File: src/hdl/rgps_pkg.sv
`timescale 1ns / 1ps

package rgps_pkg;

  // Default width of the pixel coordinates.
  localparam int CoordBitsDef = 12;

  // Width of the packed colors and of the configuration data.
  localparam int ColorBits = 24;
  localparam int CfgDataBits = 24;
  localparam int CfgIdxBits = 3;

  // Blend weight: 0..256, where 256 stands for one.
  localparam int WeightBits = 9;
  localparam int WeightFrac = 8;
  localparam logic [WeightBits-1:0] WeightOne = 9'd256;

  // Geometry register widths.
  localparam int CenterBits = 13;
  localparam int RadiusBits = 12;

  typedef enum logic [CfgIdxBits-1:0] {
    REG_START_CX  = 3'd0,
    REG_START_CY  = 3'd1,
    REG_START_R   = 3'd2,
    REG_END_CX    = 3'd3,
    REG_END_CY    = 3'd4,
    REG_END_R     = 3'd5,
    REG_START_COL = 3'd6,
    REG_END_COL   = 3'd7
  } cfg_reg_e;

endpackage

File: src/hdl/rgps_if.sv
`timescale 1ns / 1ps

interface rgps_pix_if #(
  parameter int CoordBits = rgps_pkg::CoordBitsDef
);
  logic                 valid;
  logic                 ready;
  logic [CoordBits-1:0] pixel_x;
  logic [CoordBits-1:0] pixel_y;

  modport source (output valid, output pixel_x, output pixel_y, input ready);
  modport sink (input valid, input pixel_x, input pixel_y, output ready);
endinterface

interface rgps_rgb_if;
  logic       valid;
  logic       ready;
  logic [7:0] chan_low;
  logic [7:0] chan_mid;
  logic [7:0] chan_high;

  modport source (output valid, output chan_low, output chan_mid, output chan_high,
                  input ready);
  modport sink (input valid, input chan_low, input chan_mid, input chan_high,
                output ready);
endinterface

interface rgps_cfg_if;
  logic                               valid;
  logic                               ready;
  logic [rgps_pkg::CfgIdxBits-1:0]    index;
  logic [rgps_pkg::CfgDataBits-1:0]   data;

  modport source (output valid, output index, output data, input ready);
  modport sink (input valid, input index, input data, output ready);
endinterface

File: src/hdl/rgps_sqrt_cell.sv
`timescale 1ns / 1ps

// One result bit of the square root for both circles.
module rgps_sqrt_cell #(
  parameter int XW = 28,
  parameter int K  = 0
) (
  input  logic          clk_i,
  input  logic          rst_ni,
  input  logic          valid_i,
  output logic          ready_o,
  input  logic [XW-1:0] rem_i  [2],
  input  logic [XW-1:0] root_i [2],
  output logic          valid_o,
  input  logic          ready_i,
  output logic [XW-1:0] rem_o  [2],
  output logic [XW-1:0] root_o [2]
);

  localparam logic [XW-1:0] TrialBit = XW'(1) << K;

  logic          valid_q;
  logic [XW-1:0] rem_d  [2];
  logic [XW-1:0] root_d [2];
  logic [XW-1:0] rem_q  [2];
  logic [XW-1:0] root_q [2];

  always_comb begin
    for (int l = 0; l < 2; l++) begin
      if (rem_i[l] >= (root_i[l] | TrialBit)) begin
        rem_d[l]  = rem_i[l] - (root_i[l] | TrialBit);
        root_d[l] = (root_i[l] >> 1) | TrialBit;
      end else begin
        rem_d[l]  = rem_i[l];
        root_d[l] = root_i[l] >> 1;
      end
    end
  end

  assign ready_o = !valid_q || ready_i;

  always_ff @(posedge clk_i or negedge rst_ni) begin
    if (!rst_ni) begin
      valid_q <= 1'b0;
    end else if (ready_o) begin
      valid_q <= valid_i;
    end
  end

  always_ff @(posedge clk_i) begin
    if (ready_o && valid_i) begin
      rem_q  <= rem_d;
      root_q <= root_d;
    end
  end

  assign valid_o = valid_q;
  assign rem_o   = rem_q;
  assign root_o  = root_q;

endmodule

File: src/hdl/rgps_div_cell.sv
`timescale 1ns / 1ps

// One quotient bit of the blend weight division.
module rgps_div_cell #(
  parameter int NW = 23,
  parameter int QB = 0
) (
  input  logic                              clk_i,
  input  logic                              rst_ni,
  input  logic                              valid_i,
  output logic                              ready_o,
  input  logic [NW-1:0]                     rem_i,
  input  logic [NW-1:0]                     den_i,
  input  logic [rgps_pkg::WeightBits-1:0]   quo_i,
  input  logic                              zero_i,
  output logic                              valid_o,
  input  logic                              ready_i,
  output logic [NW-1:0]                     rem_o,
  output logic [NW-1:0]                     den_o,
  output logic [rgps_pkg::WeightBits-1:0]   quo_o,
  output logic                              zero_o
);

  logic                            valid_q;
  logic [NW-1:0]                   shifted;
  logic [NW-1:0]                   rem_d;
  logic [rgps_pkg::WeightBits-1:0] quo_d;
  logic [NW-1:0]                   rem_q;
  logic [NW-1:0]                   den_q;
  logic [rgps_pkg::WeightBits-1:0] quo_q;
  logic                            zero_q;

  assign shifted = den_i << QB;

  always_comb begin
    rem_d = rem_i;
    quo_d = quo_i;
    if (rem_i >= shifted) begin
      rem_d     = rem_i - shifted;
      quo_d[QB] = 1'b1;
    end
  end

  assign ready_o = !valid_q || ready_i;

  always_ff @(posedge clk_i or negedge rst_ni) begin
    if (!rst_ni) begin
      valid_q <= 1'b0;
    end else if (ready_o) begin
      valid_q <= valid_i;
    end
  end

  always_ff @(posedge clk_i) begin
    if (ready_o && valid_i) begin
      rem_q  <= rem_d;
      den_q  <= den_i;
      quo_q  <= quo_d;
      zero_q <= zero_i;
    end
  end

  assign valid_o = valid_q;
  assign rem_o   = rem_q;
  assign den_o   = den_q;
  assign quo_o   = quo_q;
  assign zero_o  = zero_q;

endmodule

File: src/hdl/radial_gradient_pixel_shader.sv
`timescale 1ns / 1ps

// Two-circle radial gradient shader. The block accepts one pixel coordinate per clock
// while its input is ready and returns one blended RGB triple per pixel, in order, with
// no state kept between pixels. It consists of the row of square root cells (one cell
// per root bit, COORD_BITS + 2 of them for COORD_BITS of 12 and above), the row of nine
// division cells that form the blend weight, and six single register stages: center
// distances, squaring, sum of squares, edge distances, the weighted channel products
// and the final channel sums. Every stage holds its own valid bit and is ready when
// empty or when its successor takes its contents, so bubbles collapse and a stalled
// output does not block acceptance until the pipeline is full. The geometry and
// colors are written through the configuration channel (always ready); the user must
// write them only while no pixel is in flight, which the block does not enforce.
module radial_gradient_pixel_shader #(
  parameter int COORD_BITS = rgps_pkg::CoordBitsDef
) (
  input  logic           clk_i,
  input  logic           rst_ni,
  rgps_pix_if.sink       pix_i,
  rgps_rgb_if.source     rgb_o,
  rgps_cfg_if.sink       cfg_i
);

  // Signed width of a coordinate difference, and sizes that follow from it.
  localparam int DW   = ((COORD_BITS > 12) ? COORD_BITS : 12) + 2;
  localparam int MW   = DW - 1;           // magnitude of a difference
  localparam int XW   = 2 * DW;           // radicand and root working width
  localparam int RW   = DW;               // number of root bits / sqrt cells
  localparam int NW   = RW + 9;           // division working width
  localparam int NQ   = rgps_pkg::WeightBits;

  // ---------------------------------------------------------------------
  // Configuration registers.
  // ---------------------------------------------------------------------
  logic signed [rgps_pkg::CenterBits-1:0] cx_q [2];
  logic signed [rgps_pkg::CenterBits-1:0] cy_q [2];
  logic        [rgps_pkg::RadiusBits-1:0] rad_q [2];
  logic        [rgps_pkg::ColorBits-1:0]  start_col_q;
  logic        [rgps_pkg::ColorBits-1:0]  end_col_q;

  assign cfg_i.ready = 1'b1;

  always_ff @(posedge clk_i or negedge rst_ni) begin
    if (!rst_ni) begin
      cx_q        <= '{default: '0};
      cy_q        <= '{default: '0};
      rad_q       <= '{default: '0};
      start_col_q <= '0;
      end_col_q   <= '0;
    end else if (cfg_i.valid) begin
      unique case (rgps_pkg::cfg_reg_e'(cfg_i.index))
        rgps_pkg::REG_START_CX:  cx_q[0]     <= cfg_i.data[rgps_pkg::CenterBits-1:0];
        rgps_pkg::REG_START_CY:  cy_q[0]     <= cfg_i.data[rgps_pkg::CenterBits-1:0];
        rgps_pkg::REG_START_R:   rad_q[0]    <= cfg_i.data[rgps_pkg::RadiusBits-1:0];
        rgps_pkg::REG_END_CX:    cx_q[1]     <= cfg_i.data[rgps_pkg::CenterBits-1:0];
        rgps_pkg::REG_END_CY:    cy_q[1]     <= cfg_i.data[rgps_pkg::CenterBits-1:0];
        rgps_pkg::REG_END_R:     rad_q[1]    <= cfg_i.data[rgps_pkg::RadiusBits-1:0];
        rgps_pkg::REG_START_COL: start_col_q <= cfg_i.data[rgps_pkg::ColorBits-1:0];
        rgps_pkg::REG_END_COL:   end_col_q   <= cfg_i.data[rgps_pkg::ColorBits-1:0];
        default: ;
      endcase
    end
  end

  // ---------------------------------------------------------------------
  // Handshake chain of the single register stages. Each stage loads when it
  // is empty or its successor takes its contents in the same cycle.
  // ---------------------------------------------------------------------
  logic v1_q, v2_q, v3_q, v4_q, v5_q, v6_q;
  logic r1, r2, r3, r4, r5, r6;
  logic sq_ready, sq_valid, dv_ready, dv_valid;

  assign r6 = !v6_q || rgb_o.ready;
  assign r5 = !v5_q || r6;
  assign r4 = !v4_q || dv_ready;
  assign r3 = !v3_q || sq_ready;
  assign r2 = !v2_q || r3;
  assign r1 = !v1_q || r2;
  assign pix_i.ready = r1;

  always_ff @(posedge clk_i or negedge rst_ni) begin
    if (!rst_ni) begin
      v1_q <= 1'b0;
      v2_q <= 1'b0;
      v3_q <= 1'b0;
      v4_q <= 1'b0;
      v5_q <= 1'b0;
      v6_q <= 1'b0;
    end else begin
      if (r1) v1_q <= pix_i.valid;
      if (r2) v2_q <= v1_q;
      if (r3) v3_q <= v2_q;
      if (r4) v4_q <= sq_valid;
      if (r5) v5_q <= dv_valid;
      if (r6) v6_q <= v5_q;
    end
  end

  // ---------------------------------------------------------------------
  // Stage 1: distances to both centers, as magnitudes.
  // ---------------------------------------------------------------------
  logic signed [DW-1:0] px_s, py_s;
  logic signed [DW-1:0] dx [2];
  logic signed [DW-1:0] dy [2];
  logic [MW-1:0] adx_q [2];
  logic [MW-1:0] ady_q [2];

  assign px_s = $signed({{(DW-COORD_BITS){1'b0}}, pix_i.pixel_x});
  assign py_s = $signed({{(DW-COORD_BITS){1'b0}}, pix_i.pixel_y});

  always_comb begin
    for (int l = 0; l < 2; l++) begin
      dx[l] = px_s - DW'(cx_q[l]);
      dy[l] = py_s - DW'(cy_q[l]);
    end
  end

  always_ff @(posedge clk_i) begin
    if (r1 && pix_i.valid) begin
      for (int l = 0; l < 2; l++) begin
        adx_q[l] <= dx[l][DW-1] ? MW'(-dx[l]) : MW'(dx[l]);
        ady_q[l] <= dy[l][DW-1] ? MW'(-dy[l]) : MW'(dy[l]);
      end
    end
  end

  // ---------------------------------------------------------------------
  // Stage 2: squares. Stage 3: squared distance.
  // ---------------------------------------------------------------------
  logic [2*MW-1:0] sqx_q [2];
  logic [2*MW-1:0] sqy_q [2];
  logic [XW-1:0]   rad2_q [2];

  always_ff @(posedge clk_i) begin
    if (r2 && v1_q) begin
      for (int l = 0; l < 2; l++) begin
        sqx_q[l] <= adx_q[l] * adx_q[l];
        sqy_q[l] <= ady_q[l] * ady_q[l];
      end
    end
    if (r3 && v2_q) begin
      for (int l = 0; l < 2; l++) begin
        rad2_q[l] <= XW'(sqx_q[l]) + XW'(sqy_q[l]);
      end
    end
  end

  // ---------------------------------------------------------------------
  // Square root cells, one root bit each, most significant first.
  // ---------------------------------------------------------------------
  logic          sv  [RW+1];
  logic          sr  [RW+1];
  logic [XW-1:0] srem  [RW+1][2];
  logic [XW-1:0] sroot [RW+1][2];

  assign sv[0]       = v3_q;
  assign sq_ready    = sr[0];
  assign srem[0]     = rad2_q;
  assign sroot[0]    = '{default: '0};
  assign sr[RW]      = r4;
  assign sq_valid    = sv[RW];

  for (genvar k = 0; k < RW; k++) begin : g_sqrt
    rgps_sqrt_cell #(
      .XW (XW),
      .K  (2 * (RW - 1 - k))
    ) u_cell (
      .clk_i   (clk_i),
      .rst_ni  (rst_ni),
      .valid_i (sv[k]),
      .ready_o (sr[k]),
      .rem_i   (srem[k]),
      .root_i  (sroot[k]),
      .valid_o (sv[k+1]),
      .ready_i (sr[k+1]),
      .rem_o   (srem[k+1]),
      .root_o  (sroot[k+1])
    );
  end

  // ---------------------------------------------------------------------
  // Stage 4: edge distances, their sum, and the scaled dividend.
  // ---------------------------------------------------------------------
  logic [RW-1:0] root_v [2];
  logic [RW-1:0] edge_d [2];
  logic [RW:0]   dsum;
  logic [NW-1:0] num_q, den_q;
  logic          zero_q;

  always_comb begin
    for (int l = 0; l < 2; l++) begin
      root_v[l] = sroot[RW][l][RW-1:0];
      if (root_v[l] >= RW'(rad_q[l])) begin
        edge_d[l] = root_v[l] - RW'(rad_q[l]);
      end else begin
        edge_d[l] = RW'(rad_q[l]) - root_v[l];
      end
    end
    dsum = {1'b0, edge_d[0]} + {1'b0, edge_d[1]};
  end

  always_ff @(posedge clk_i) begin
    if (r4 && sq_valid) begin
      num_q  <= {1'b0, edge_d[1], {rgps_pkg::WeightFrac{1'b0}}};
      den_q  <= NW'(dsum);
      zero_q <= (dsum == '0);
    end
  end

  // ---------------------------------------------------------------------
  // Division cells for the weight, one quotient bit each.
  // ---------------------------------------------------------------------
  logic          dvv [NQ+1];
  logic          dvr [NQ+1];
  logic [NW-1:0] drem [NQ+1];
  logic [NW-1:0] dden [NQ+1];
  logic [NQ-1:0] dquo [NQ+1];
  logic          dzero [NQ+1];

  assign dvv[0]   = v4_q;
  assign dv_ready = dvr[0];
  assign drem[0]  = num_q;
  assign dden[0]  = den_q;
  assign dquo[0]  = '0;
  assign dzero[0] = zero_q;
  assign dvr[NQ]  = r5;
  assign dv_valid = dvv[NQ];

  for (genvar k = 0; k < NQ; k++) begin : g_div
    rgps_div_cell #(
      .NW (NW),
      .QB (NQ - 1 - k)
    ) u_cell (
      .clk_i   (clk_i),
      .rst_ni  (rst_ni),
      .valid_i (dvv[k]),
      .ready_o (dvr[k]),
      .rem_i   (drem[k]),
      .den_i   (dden[k]),
      .quo_i   (dquo[k]),
      .zero_i  (dzero[k]),
      .valid_o (dvv[k+1]),
      .ready_i (dvr[k+1]),
      .rem_o   (drem[k+1]),
      .den_o   (dden[k+1]),
      .quo_o   (dquo[k+1]),
      .zero_o  (dzero[k+1])
    );
  end

  // ---------------------------------------------------------------------
  // Stage 5: weighted channel differences. Stage 6: truncate and add.
  // ---------------------------------------------------------------------
  logic [NQ-1:0]        weight;
  logic signed [8:0]    cdiff [3];
  logic signed [18:0]   prod_q [3];
  logic signed [18:0]   rounded [3];
  logic [7:0]           chan_d [3];
  logic [7:0]           chan_q [3];

  assign weight = dzero[NQ] ? rgps_pkg::WeightOne : dquo[NQ];

  always_comb begin
    for (int c = 0; c < 3; c++) begin
      cdiff[c] = $signed({1'b0, start_col_q[8*c +: 8]})
               - $signed({1'b0, end_col_q[8*c +: 8]});
    end
  end

  always_ff @(posedge clk_i) begin
    if (r5 && dv_valid) begin
      for (int c = 0; c < 3; c++) begin
        prod_q[c] <= $signed({1'b0, weight}) * cdiff[c];
      end
    end
  end

  // Division by 256 toward zero: bias negative products before the shift.
  always_comb begin
    for (int c = 0; c < 3; c++) begin
      rounded[c] = prod_q[c][18] ? ((prod_q[c] + 19'sd255) >>> rgps_pkg::WeightFrac)
                                 : (prod_q[c] >>> rgps_pkg::WeightFrac);
      chan_d[c]  = end_col_q[8*c +: 8] + rounded[c][7:0];
    end
  end

  always_ff @(posedge clk_i) begin
    if (r6 && v5_q) begin
      chan_q <= chan_d;
    end
  end

  assign rgb_o.valid     = v6_q;
  assign rgb_o.chan_low  = chan_q[0];
  assign rgb_o.chan_mid  = chan_q[1];
  assign rgb_o.chan_high = chan_q[2];

  // ---------------------------------------------------------------------
  // Assertions.
  // ---------------------------------------------------------------------
  a_weight_range : assert property (@(posedge clk_i) disable iff (!rst_ni)
    (dv_valid && !dzero[NQ]) |-> (dquo[NQ] <= rgps_pkg::WeightOne))
    else $error("blend weight above one");

  a_low_between : assert property (@(posedge clk_i) disable iff (!rst_ni)
    v6_q |-> ((chan_q[0] >= start_col_q[7:0] && chan_q[0] <= end_col_q[7:0]) ||
              (chan_q[0] <= start_col_q[7:0] && chan_q[0] >= end_col_q[7:0])))
    else $error("low channel outside the color span");

  a_high_between : assert property (@(posedge clk_i) disable iff (!rst_ni)
    v6_q |-> ((chan_q[2] >= start_col_q[23:16] && chan_q[2] <= end_col_q[23:16]) ||
              (chan_q[2] <= start_col_q[23:16] && chan_q[2] >= end_col_q[23:16])))
    else $error("high channel outside the color span");

endmodule

File: src/flat_wrapper.sv
// flat-port wrapper written by rule: the top's interface ports become plain ports
module radial_gradient_pixel_shader_flat 
#(
  parameter int COORD_BITS = rgps_pkg::CoordBitsDef
)
  (clk_i, rst_ni, pix_i_valid, pix_i_pixel_x, pix_i_pixel_y, pix_i_ready, rgb_o_valid, rgb_o_chan_low, rgb_o_chan_mid, rgb_o_chan_high, rgb_o_ready, cfg_i_valid, cfg_i_index, cfg_i_data, cfg_i_ready);
  rgps_pix_if #(.CoordBits((rgps_pkg::CoordBitsDef))) pix_i_i ();
  rgps_rgb_if rgb_o_i ();
  rgps_cfg_if cfg_i_i ();
  input  logic clk_i;
  input  logic rst_ni;
  input wire logic [$bits(pix_i_i.valid)-1:0] pix_i_valid;
  input wire logic [$bits(pix_i_i.pixel_x)-1:0] pix_i_pixel_x;
  input wire logic [$bits(pix_i_i.pixel_y)-1:0] pix_i_pixel_y;
  output wire logic [$bits(pix_i_i.ready)-1:0] pix_i_ready;
  output wire logic [$bits(rgb_o_i.valid)-1:0] rgb_o_valid;
  output wire logic [$bits(rgb_o_i.chan_low)-1:0] rgb_o_chan_low;
  output wire logic [$bits(rgb_o_i.chan_mid)-1:0] rgb_o_chan_mid;
  output wire logic [$bits(rgb_o_i.chan_high)-1:0] rgb_o_chan_high;
  input wire logic [$bits(rgb_o_i.ready)-1:0] rgb_o_ready;
  input wire logic [$bits(cfg_i_i.valid)-1:0] cfg_i_valid;
  input wire logic [$bits(cfg_i_i.index)-1:0] cfg_i_index;
  input wire logic [$bits(cfg_i_i.data)-1:0] cfg_i_data;
  output wire logic [$bits(cfg_i_i.ready)-1:0] cfg_i_ready;
  assign pix_i_i.valid = pix_i_valid;
  assign pix_i_i.pixel_x = pix_i_pixel_x;
  assign pix_i_i.pixel_y = pix_i_pixel_y;
  assign pix_i_ready = pix_i_i.ready;
  assign rgb_o_valid = rgb_o_i.valid;
  assign rgb_o_chan_low = rgb_o_i.chan_low;
  assign rgb_o_chan_mid = rgb_o_i.chan_mid;
  assign rgb_o_chan_high = rgb_o_i.chan_high;
  assign rgb_o_i.ready = rgb_o_ready;
  assign cfg_i_i.valid = cfg_i_valid;
  assign cfg_i_i.index = cfg_i_index;
  assign cfg_i_i.data = cfg_i_data;
  assign cfg_i_ready = cfg_i_i.ready;
  radial_gradient_pixel_shader #(.COORD_BITS(COORD_BITS)) u_core (.clk_i(clk_i), .rst_ni(rst_ni), .pix_i(pix_i_i), .rgb_o(rgb_o_i), .cfg_i(cfg_i_i));
endmodule
File: config.mk
export PLATFORM = sky130hd
export DESIGN_NAME = radial_gradient_pixel_shader_flat
export DESIGN_NICKNAME = d
export VERILOG_FILES = /design/src/hdl/rgps_pkg.sv /design/src/hdl/rgps_if.sv /design/src/hdl/rgps_sqrt_cell.sv /design/src/hdl/rgps_div_cell.sv /design/src/hdl/radial_gradient_pixel_shader.sv /design/src/flat_wrapper.sv
export SDC_FILE = /design/constraint.sdc
export NUM_CORES = 2
export LEC_CHECK = 0
export BUFFER_PORTS_ARGS = -buffer_cell sky130_fd_sc_hd__buf_2
export CAP_MARGIN = 20
export CORE_MARGIN = 1
export CORE_UTILIZATION = 55
export DETAILED_ROUTE_END_ITERATION = 10
export PLACE_DENSITY = 0.71
export SLEW_MARGIN = 10
export SYNTH_ARGS = -nofsm -noshare
export SYNTH_HDL_FRONTEND = slang
export SYNTH_SLANG_ARGS = --single-unit
export TNS_END_PERCENT = 5
File: constraint.sdc
create_clock -name clk_i -period 11.7 [get_ports clk_i]
set_input_delay 0.585 -clock clk_i [delete_from_list [all_inputs] [get_ports clk_i]]
set_output_delay 0.585 -clock clk_i [all_outputs]
set_load 0.01 [all_outputs]
**After elaboration in Yosys (flattened, before gate mapping)**

Memories as Yosys holds them, arrays and structs flattened.
Cells that the tools add are included.

- Add/subtract/negate cells: 58
- $mul: 7
- $lt $le $gt $ge: 39
- Equal/unequal tests: 7
- Multiplexer cells: 53
- Reductions and logical operators: 97

Operators with widths:

| kind | number |
|---|---|
| two-way mux 28 bit | 26 |
| two-way mux 23 bit | 7 |
| multiplier 13 x 13 -> 26 bit | 4 |
| multiplier 10 x 9 -> 19 bit | 3 |
| greater-or-equal comparator 28 x 15 -> 1 bit | 2 |
| greater-or-equal comparator 28 x 16 -> 1 bit | 2 |
| greater-or-equal comparator 28 x 17 -> 1 bit | 2 |
| greater-or-equal comparator 28 x 18 -> 1 bit | 2 |
| greater-or-equal comparator 28 x 19 -> 1 bit | 2 |
| greater-or-equal comparator 28 x 20 -> 1 bit | 2 |
| greater-or-equal comparator 28 x 21 -> 1 bit | 2 |
| greater-or-equal comparator 28 x 22 -> 1 bit | 2 |
| greater-or-equal comparator 28 x 23 -> 1 bit | 2 |
| greater-or-equal comparator 28 x 24 -> 1 bit | 2 |
| greater-or-equal comparator 28 x 25 -> 1 bit | 2 |
| greater-or-equal comparator 28 x 26 -> 1 bit | 2 |
| greater-or-equal comparator 28 x 27 -> 1 bit | 2 |
| greater-or-equal comparator 28 x 27 -> 1 bit, second input constant | 2 |
| subtractor 13 x 13 -> 14 bit | 4 |
| subtractor 28 x 16 -> 28 bit | 2 |
| subtractor 28 x 17 -> 28 bit | 2 |
| subtractor 28 x 18 -> 28 bit | 2 |
| subtractor 28 x 19 -> 28 bit | 2 |
| subtractor 28 x 20 -> 28 bit | 2 |
| other kinds (50) | 179 |

- Register bits: 1923
- RAM bits: 213
- Bits of input ports: 56
- Output and inout bits: 27
- Memories kept: 5

Memories:

| memory | words | width | rd ports | clocked after Yosys merged registers in | wr ports | line | text |
|---|---|---|---|---|---|---|---|
| u_core.prod_q | 3 | 19 | 3 | 0 | 3 | radial_gradient_pixel_shader.sv:256 | `logic signed [18:0] prod_q [3];` |
| u_core.sqx_q | 2 | 26 | 2 | 0 | 2 | radial_gradient_pixel_shader.sv:130 | `logic [2*MW-1:0] sqx_q [2];` |
| u_core.sqy_q | 2 | 26 | 2 | 0 | 2 | radial_gradient_pixel_shader.sv:131 | `logic [2*MW-1:0] sqy_q [2];` |
| u_core.adx_q | 2 | 13 | 2 | 0 | 2 | radial_gradient_pixel_shader.sv:105 | `logic [MW-1:0] adx_q [2];` |
| u_core.ady_q | 2 | 13 | 2 | 0 | 2 | radial_gradient_pixel_shader.sv:106 | `logic [MW-1:0] ady_q [2];` |

**Logic depth before layout (Yosys ltp)**

- Depth in word-level cells: 33
- Depth in mapped cells: 29
- Depth with buffers taken out: 29

**Cells and area by module**

Synthesis repeated with hierarchy kept, for this count alone.

- Cell total of the unflattened synthesis: 16929
- Area total of the unflattened synthesis: 178198.4 µm²

By module, submodules not included:

| module | instances | cells each | area each (µm²) |
|---|---|---|---|
| radial_gradient_pixel_shader | 1 | 4922 | 49827.8 |
| rgps_sqrt_cell (u_core.g_sqrt[8].u_cell) | 1 | 746 | 7522.2 |
| rgps_sqrt_cell (u_core.g_sqrt[7].u_cell) | 1 | 772 | 7432.1 |
| rgps_sqrt_cell (u_core.g_sqrt[12].u_cell) | 1 | 655 | 7243.2 |
| rgps_sqrt_cell (u_core.g_sqrt[0].u_cell) | 1 | 699 | 7238.2 |
| rgps_sqrt_cell (u_core.g_sqrt[10].u_cell) | 1 | 692 | 7218.2 |
| rgps_sqrt_cell (u_core.g_sqrt[3].u_cell) | 1 | 722 | 7196.9 |
| rgps_sqrt_cell (u_core.g_sqrt[13].u_cell) | 1 | 710 | 7186.9 |
| rgps_sqrt_cell (u_core.g_sqrt[6].u_cell) | 1 | 705 | 7175.6 |
| rgps_sqrt_cell (u_core.g_sqrt[1].u_cell) | 1 | 699 | 7169.4 |
| rgps_sqrt_cell (u_core.g_sqrt[4].u_cell) | 1 | 674 | 7116.8 |
| rgps_sqrt_cell (u_core.g_sqrt[5].u_cell) | 1 | 684 | 7098.1 |
| rgps_sqrt_cell (u_core.g_sqrt[11].u_cell) | 1 | 691 | 7094.3 |
| rgps_sqrt_cell (u_core.g_sqrt[2].u_cell) | 1 | 696 | 7051.8 |
| 10 more rows | -- | -- | -- |

**Worst setup path before layout**

OpenSTA, ideal clock, no wires.

- Path kind: input -> register
- From: input port rgb_o_ready
- To: register u_core.g_sqrt[10].u_cell.rem_q (netlist bit u_core.g_sqrt[10].u_cell.rem_o[0]), enable pin
- Setup time: 0.634 ns
- Arrival time: 6.853 ns
- Slack: 4.213 ns
- Cell stages on the path: 5
- Buffers on the path: 0
- Cells stage by stage: nand4b_1 > nor2_1 > and3_1 > and3_1 > a21boi_0

- Word-level cells in the longest chain between the ends: 17

Ends and longest elaborated chain:

| item | line | text |
|---|---|---|
| start, declared | flat_wrapper.sv:20 | `input wire logic [$bits(rgb_o_i.ready)-1:0] rgb_o_ready;` |
| logical OR 1 bit | radial_gradient_pixel_shader.sv:73 | `assign r6 = !v6_q \|\| rgb_o.ready;` |
| logical OR 1 bit | radial_gradient_pixel_shader.sv:74 | `assign r5 = !v5_q \|\| r6;` |
| logical OR 1 bit (9 in series) | rgps_div_cell.sv:44 | `assign ready_o = !valid_q \|\| ready_i;` |
| logical OR 1 bit | radial_gradient_pixel_shader.sv:75 | `assign r4 = !v4_q \|\| dv_ready;` |
| logical OR 1 bit (4 in series) | rgps_sqrt_cell.sv:40 | `assign ready_o = !valid_q \|\| ready_i;` |
| logical AND 1 bit | rgps_sqrt_cell.sv:51 | `if (ready_o && valid_i) begin` |
| end signal, assigned | rgps_sqrt_cell.sv:52 | `rem_q <= rem_d;` |
| end, declared | rgps_sqrt_cell.sv:25 | `logic [XW-1:0] rem_q [2];` |

No other way between the ends.
A chain may end at the register's enable or synchronous reset.

==> key figures <==
Outcome
  – Status: completed

Logic synthesis
  – Number of synthesized flops with an enable pin: between 1500 and 2000
  – Synth Flop Type: edfxtp_1
  – #FFs+latches synth: 1724
  – Sequential fraction of the synthesis area: 45.7%
  – Post-Syn Instances: 9833
  – Area contributors post-synth: edfxtp_1 42%, ha_1 11%, fa_1 10%
  – Netlist cell types: 98
  – Syn_area_per_cell: 11.3 µm²
  – Ys async rst share: 8.87%
  – YS warnings: 0
  – Share of the synthesized area in the top cell type: ~42%
  – Post-synthesis cell area: 0.112 mm²
  – Dominant cell type by area after synthesis: edfxtp_1

Layout
  – Multi-input gate area in the final layout: between 0.05 and 0.06 mm²
  – Seq. cell area: 0.0510 mm²
  – Final net count: 11617
  – # fillers: 15815
  – Layout cell share with drive strength beyond 1: 7.08%
  – Design Area, Final: 0.122 mm²
  – Area grow syn2layout: 9.05%

Timing
  – Skew final: approximately 0.045 ns
  – Fmax achieved: ~140 MHz
  – Final hold viol count: 0
  – Max Slew Vio Count: 0
  – Actual slew at the worst max-slew pin: 1.04 ns
  – Relative slew slack: 30.7%
  – Setup ws final: 4.55 ns
  – Tmin final: 7.15 ns
  – Tcrit/Tclk final: 61.1%
  – Setup Viol. Count Final: 0
  – Setup TNS: 0 ns
  – RSZ-0062 raised after global routing: false

Clock tree
  – Clk pin slew, worst setup/hold paths: 0.06 ns
  – Resized Gates After CTS: 0
  – Max clock buf depth: 3
  – Worst-skew pair later-pin latency: a little over 0.8 ns
  – CTS buffer count: 183
  – CTS tree: done
  – Root buffer cell: clkbuf_16
  – Clock sinks: around 1700
  – H-tree levels: 4

Routing
  – Total number of vias: 71977
  – Routed Antenna Nets: 0
  – Wl on met1: 104000 µm
  – DRT Wirelength: 243000 µm
  – Max layer used: met5
  – Detailed-route wire length per cell: about 19 µm
  – WL met3: 12200 µm
  – DR DRC count: 0
  – DR vias/cell: 5.61
  – DR WL met2: 118000 µm
  – 1st-pass router iterations: 7
  – DR iter-0 viols: 4713

Floorplan
  – Io pins: 83
  – Core ar.: 0.201 mm²
  – Full die area: roughly 0.2 mm²
  – Rows: 164
  – Die H: 452 µm
  – Die X: ~450 µm
  – Initial Utilization: between 50% and 60%

Global route
  – First-pass GRT wire length: 388000 µm
  – Vias in the first global route: 72944
  – Grt ovf: 0
  – Largest net degree at the start of global routing: 79
  – Initial antenna violation count: 9
  – Total track usage: about a quarter

Place
  – Post-DP HPWL: 186000 µm
  – RePlAce Congestion: just over 0.9
  – Placed Area: 0.115 mm²
  – Setup WS pre-CTS: 4.61 ns
  – I/O Buffers: 81

Critical path
  – Crit Path Max Fanout: 9
  – Setup CP Type: reg -> reg
  – Crit path capture type: flop
  – Setup crit start kind: flop
  – CP required: about 12 ns
  – WP data arrival: between 7 and 8 ns

Worst hold path
  – HP Class: in -> reg

Flow run
  – Max-cap violations: 0
==> cell usage after synthesis, drive strengths merged, types with 56 or more instances <==
library cell and count:
xor2 263, and2 205, nor2b 129, inv 1393, nor4 115, xnor2 466, fa 563, mux2 170
clkbuf 155, a21o 179, nand4 79, nand3 126, nand2 656, nor2 584, nor3 219, a21oi 407
o21ai 391, dfrtp 153, nand2b 143, o21a 127, ha 994, edfxtp 1571, o21bai 56
==> routing by layer <==
metal | vias to the layer above | global-route usage [%]
met5 | - | 0
met2 | 1699 | 40.4
li1 | 34420 | -
met4 | 2 | 8.17
met1 | 35447 | 31.7
met3 | 409 | 3.23
==> stage by stage <==
stage / hold slack [ns] / cells / util [%]
final: 0.158 / 12819 / 60.6
after global routing: 0.157 / 12819 / 60.6
after CTS: 0.109 / 12815 / 60.6
after detailed placement: 0.405 / 12459 / 57.4
after global placement: 0.402 / 12459 / 57.4
after floorplan: 0.289 / 9837 / -
==> sequential cells by signal (all words and copies together), names as in the netlist, 15 cells and up <==
name and flops:
u_core.cy_q 26, u_core.g_div.u_cell.den_o 120, u_core.rad2_q 54, u_core.den_q 15, u_core.sqx_q 50, u_core.rad_q 24, u_core.prod_q 51, u_core.ady_q 26
u_core.end_col_q 24, u_core.cx_q 26, u_core.adx_q 26, u_core.g_div.u_cell.quo_o 45, u_core.g_div.u_cell.rem_o 148, u_core.g_sqrt.u_cell.rem_o 728, u_core.sqy_q 50, u_core.g_sqrt.u_cell.root_o 210
u_core.start_col_q 24
==> path summary, 6_finish.rpt <==
path                                            startpoint                         endpoint  slack [ns]  depth (start not counted)
max                                    u_core.end_col_q[9]             u_core.prod_q[0][37]        4.55                         25
min                                            rgb_o_ready                      u_core.v5_q        0.16                          4
max reg2reg                            u_core.end_col_q[9]             u_core.prod_q[0][37]        4.55                         25
min reg2reg                u_core.g_div[7].u_cell.quo_o[6]  u_core.g_div[8].u_cell.quo_o[6]        0.41                          0
max in group asynchronous                           rst_ni                  u_core.cy_q[11]       10.06                          3
min in group asynchronous                           rst_ni            u_core.start_col_q[9]        0.28                          2
==> worst max-delay path, stage by stage, from the launching register on <==
cell and delay, ns:
dfrtp_1 0.44, inv_1 0.11, ha_1 0.30, a21o_1 0.16, a21o_1 0.21, a21oi_1 0.15
o21bai_1 0.13, a21o_1 0.20, a21oi_1 0.16, xor2_1 0.56, or2_2 0.24, fa_1 0.44
fa_1 0.50, inv_1 0.05, fa_1 0.45, fa_1 0.50, inv_1 0.05, fa_1 0.51
inv_1 0.05, ha_1 0.30, nor2b_1 0.14, o21a_1 0.19, o22a_1 0.21, a41o_1 0.26
o41ai_1 0.37, o211ai_1 0.18
==> cells by family (layout without fill, tap and decap cells) <==
family                   count (synthesis)  after routing  share of synthesized area [%]
buffers and inverters                 1569           1894                           5.31
adder cells (fa/ha/maj)               1557           1557                           21.3
AND/OR/NAND/NOR                       2543           2543                           11.4
other                                    2              7                        0.00673
XOR/XNOR                               729            729                           5.73
multiplexers                           191            191                           1.91
AO/OA/AOI/OAI                         1518           1518                           8.67
flip-flops                            1724           1724                           45.7
==> cell type report <==
class,instances,share of cell area [%]
multi-input combinational,6544,45.0
tap,2656,2.73
inverter,1394,4.30
timing repair buffer,157,0.848
clock inverter,113,1.11
clock buffer,230,4.01
sequential,1724,41.9
antenna,1,0.00206
==> cell usage in the layout (no fill, tap or decap), drive strengths merged, types with 51 or more instances in the layout <==
cell       n
dfrtp    153
o21bai    56
o31ai     52
nand2    656
fa       563
or3       51
ha       994
clkbuf   230
nor4     115
nor2b    129
buf      144
nor3     219
a211oi    51
nor2     584
xnor2    466
nand2b   143
a21oi    407
or2       52
edfxtp  1571
clkinv    72
xor2     263
nand3    126
o21a     127
nand4     79
inv     1399
mux2     170
and2     205
o21ai    391
a21o     179
==> repair_timing <==
| action | CTS | global route |
|---|---|---|
| setup buffers | 0 | 0 |
| endpoints found under the hold margin | 63 | 0 |
| hold buffers | 13 | 0 |
Power is not shown: default switching activity piles up to over one toggle a cycle in this logic, so the estimate is an artifact.
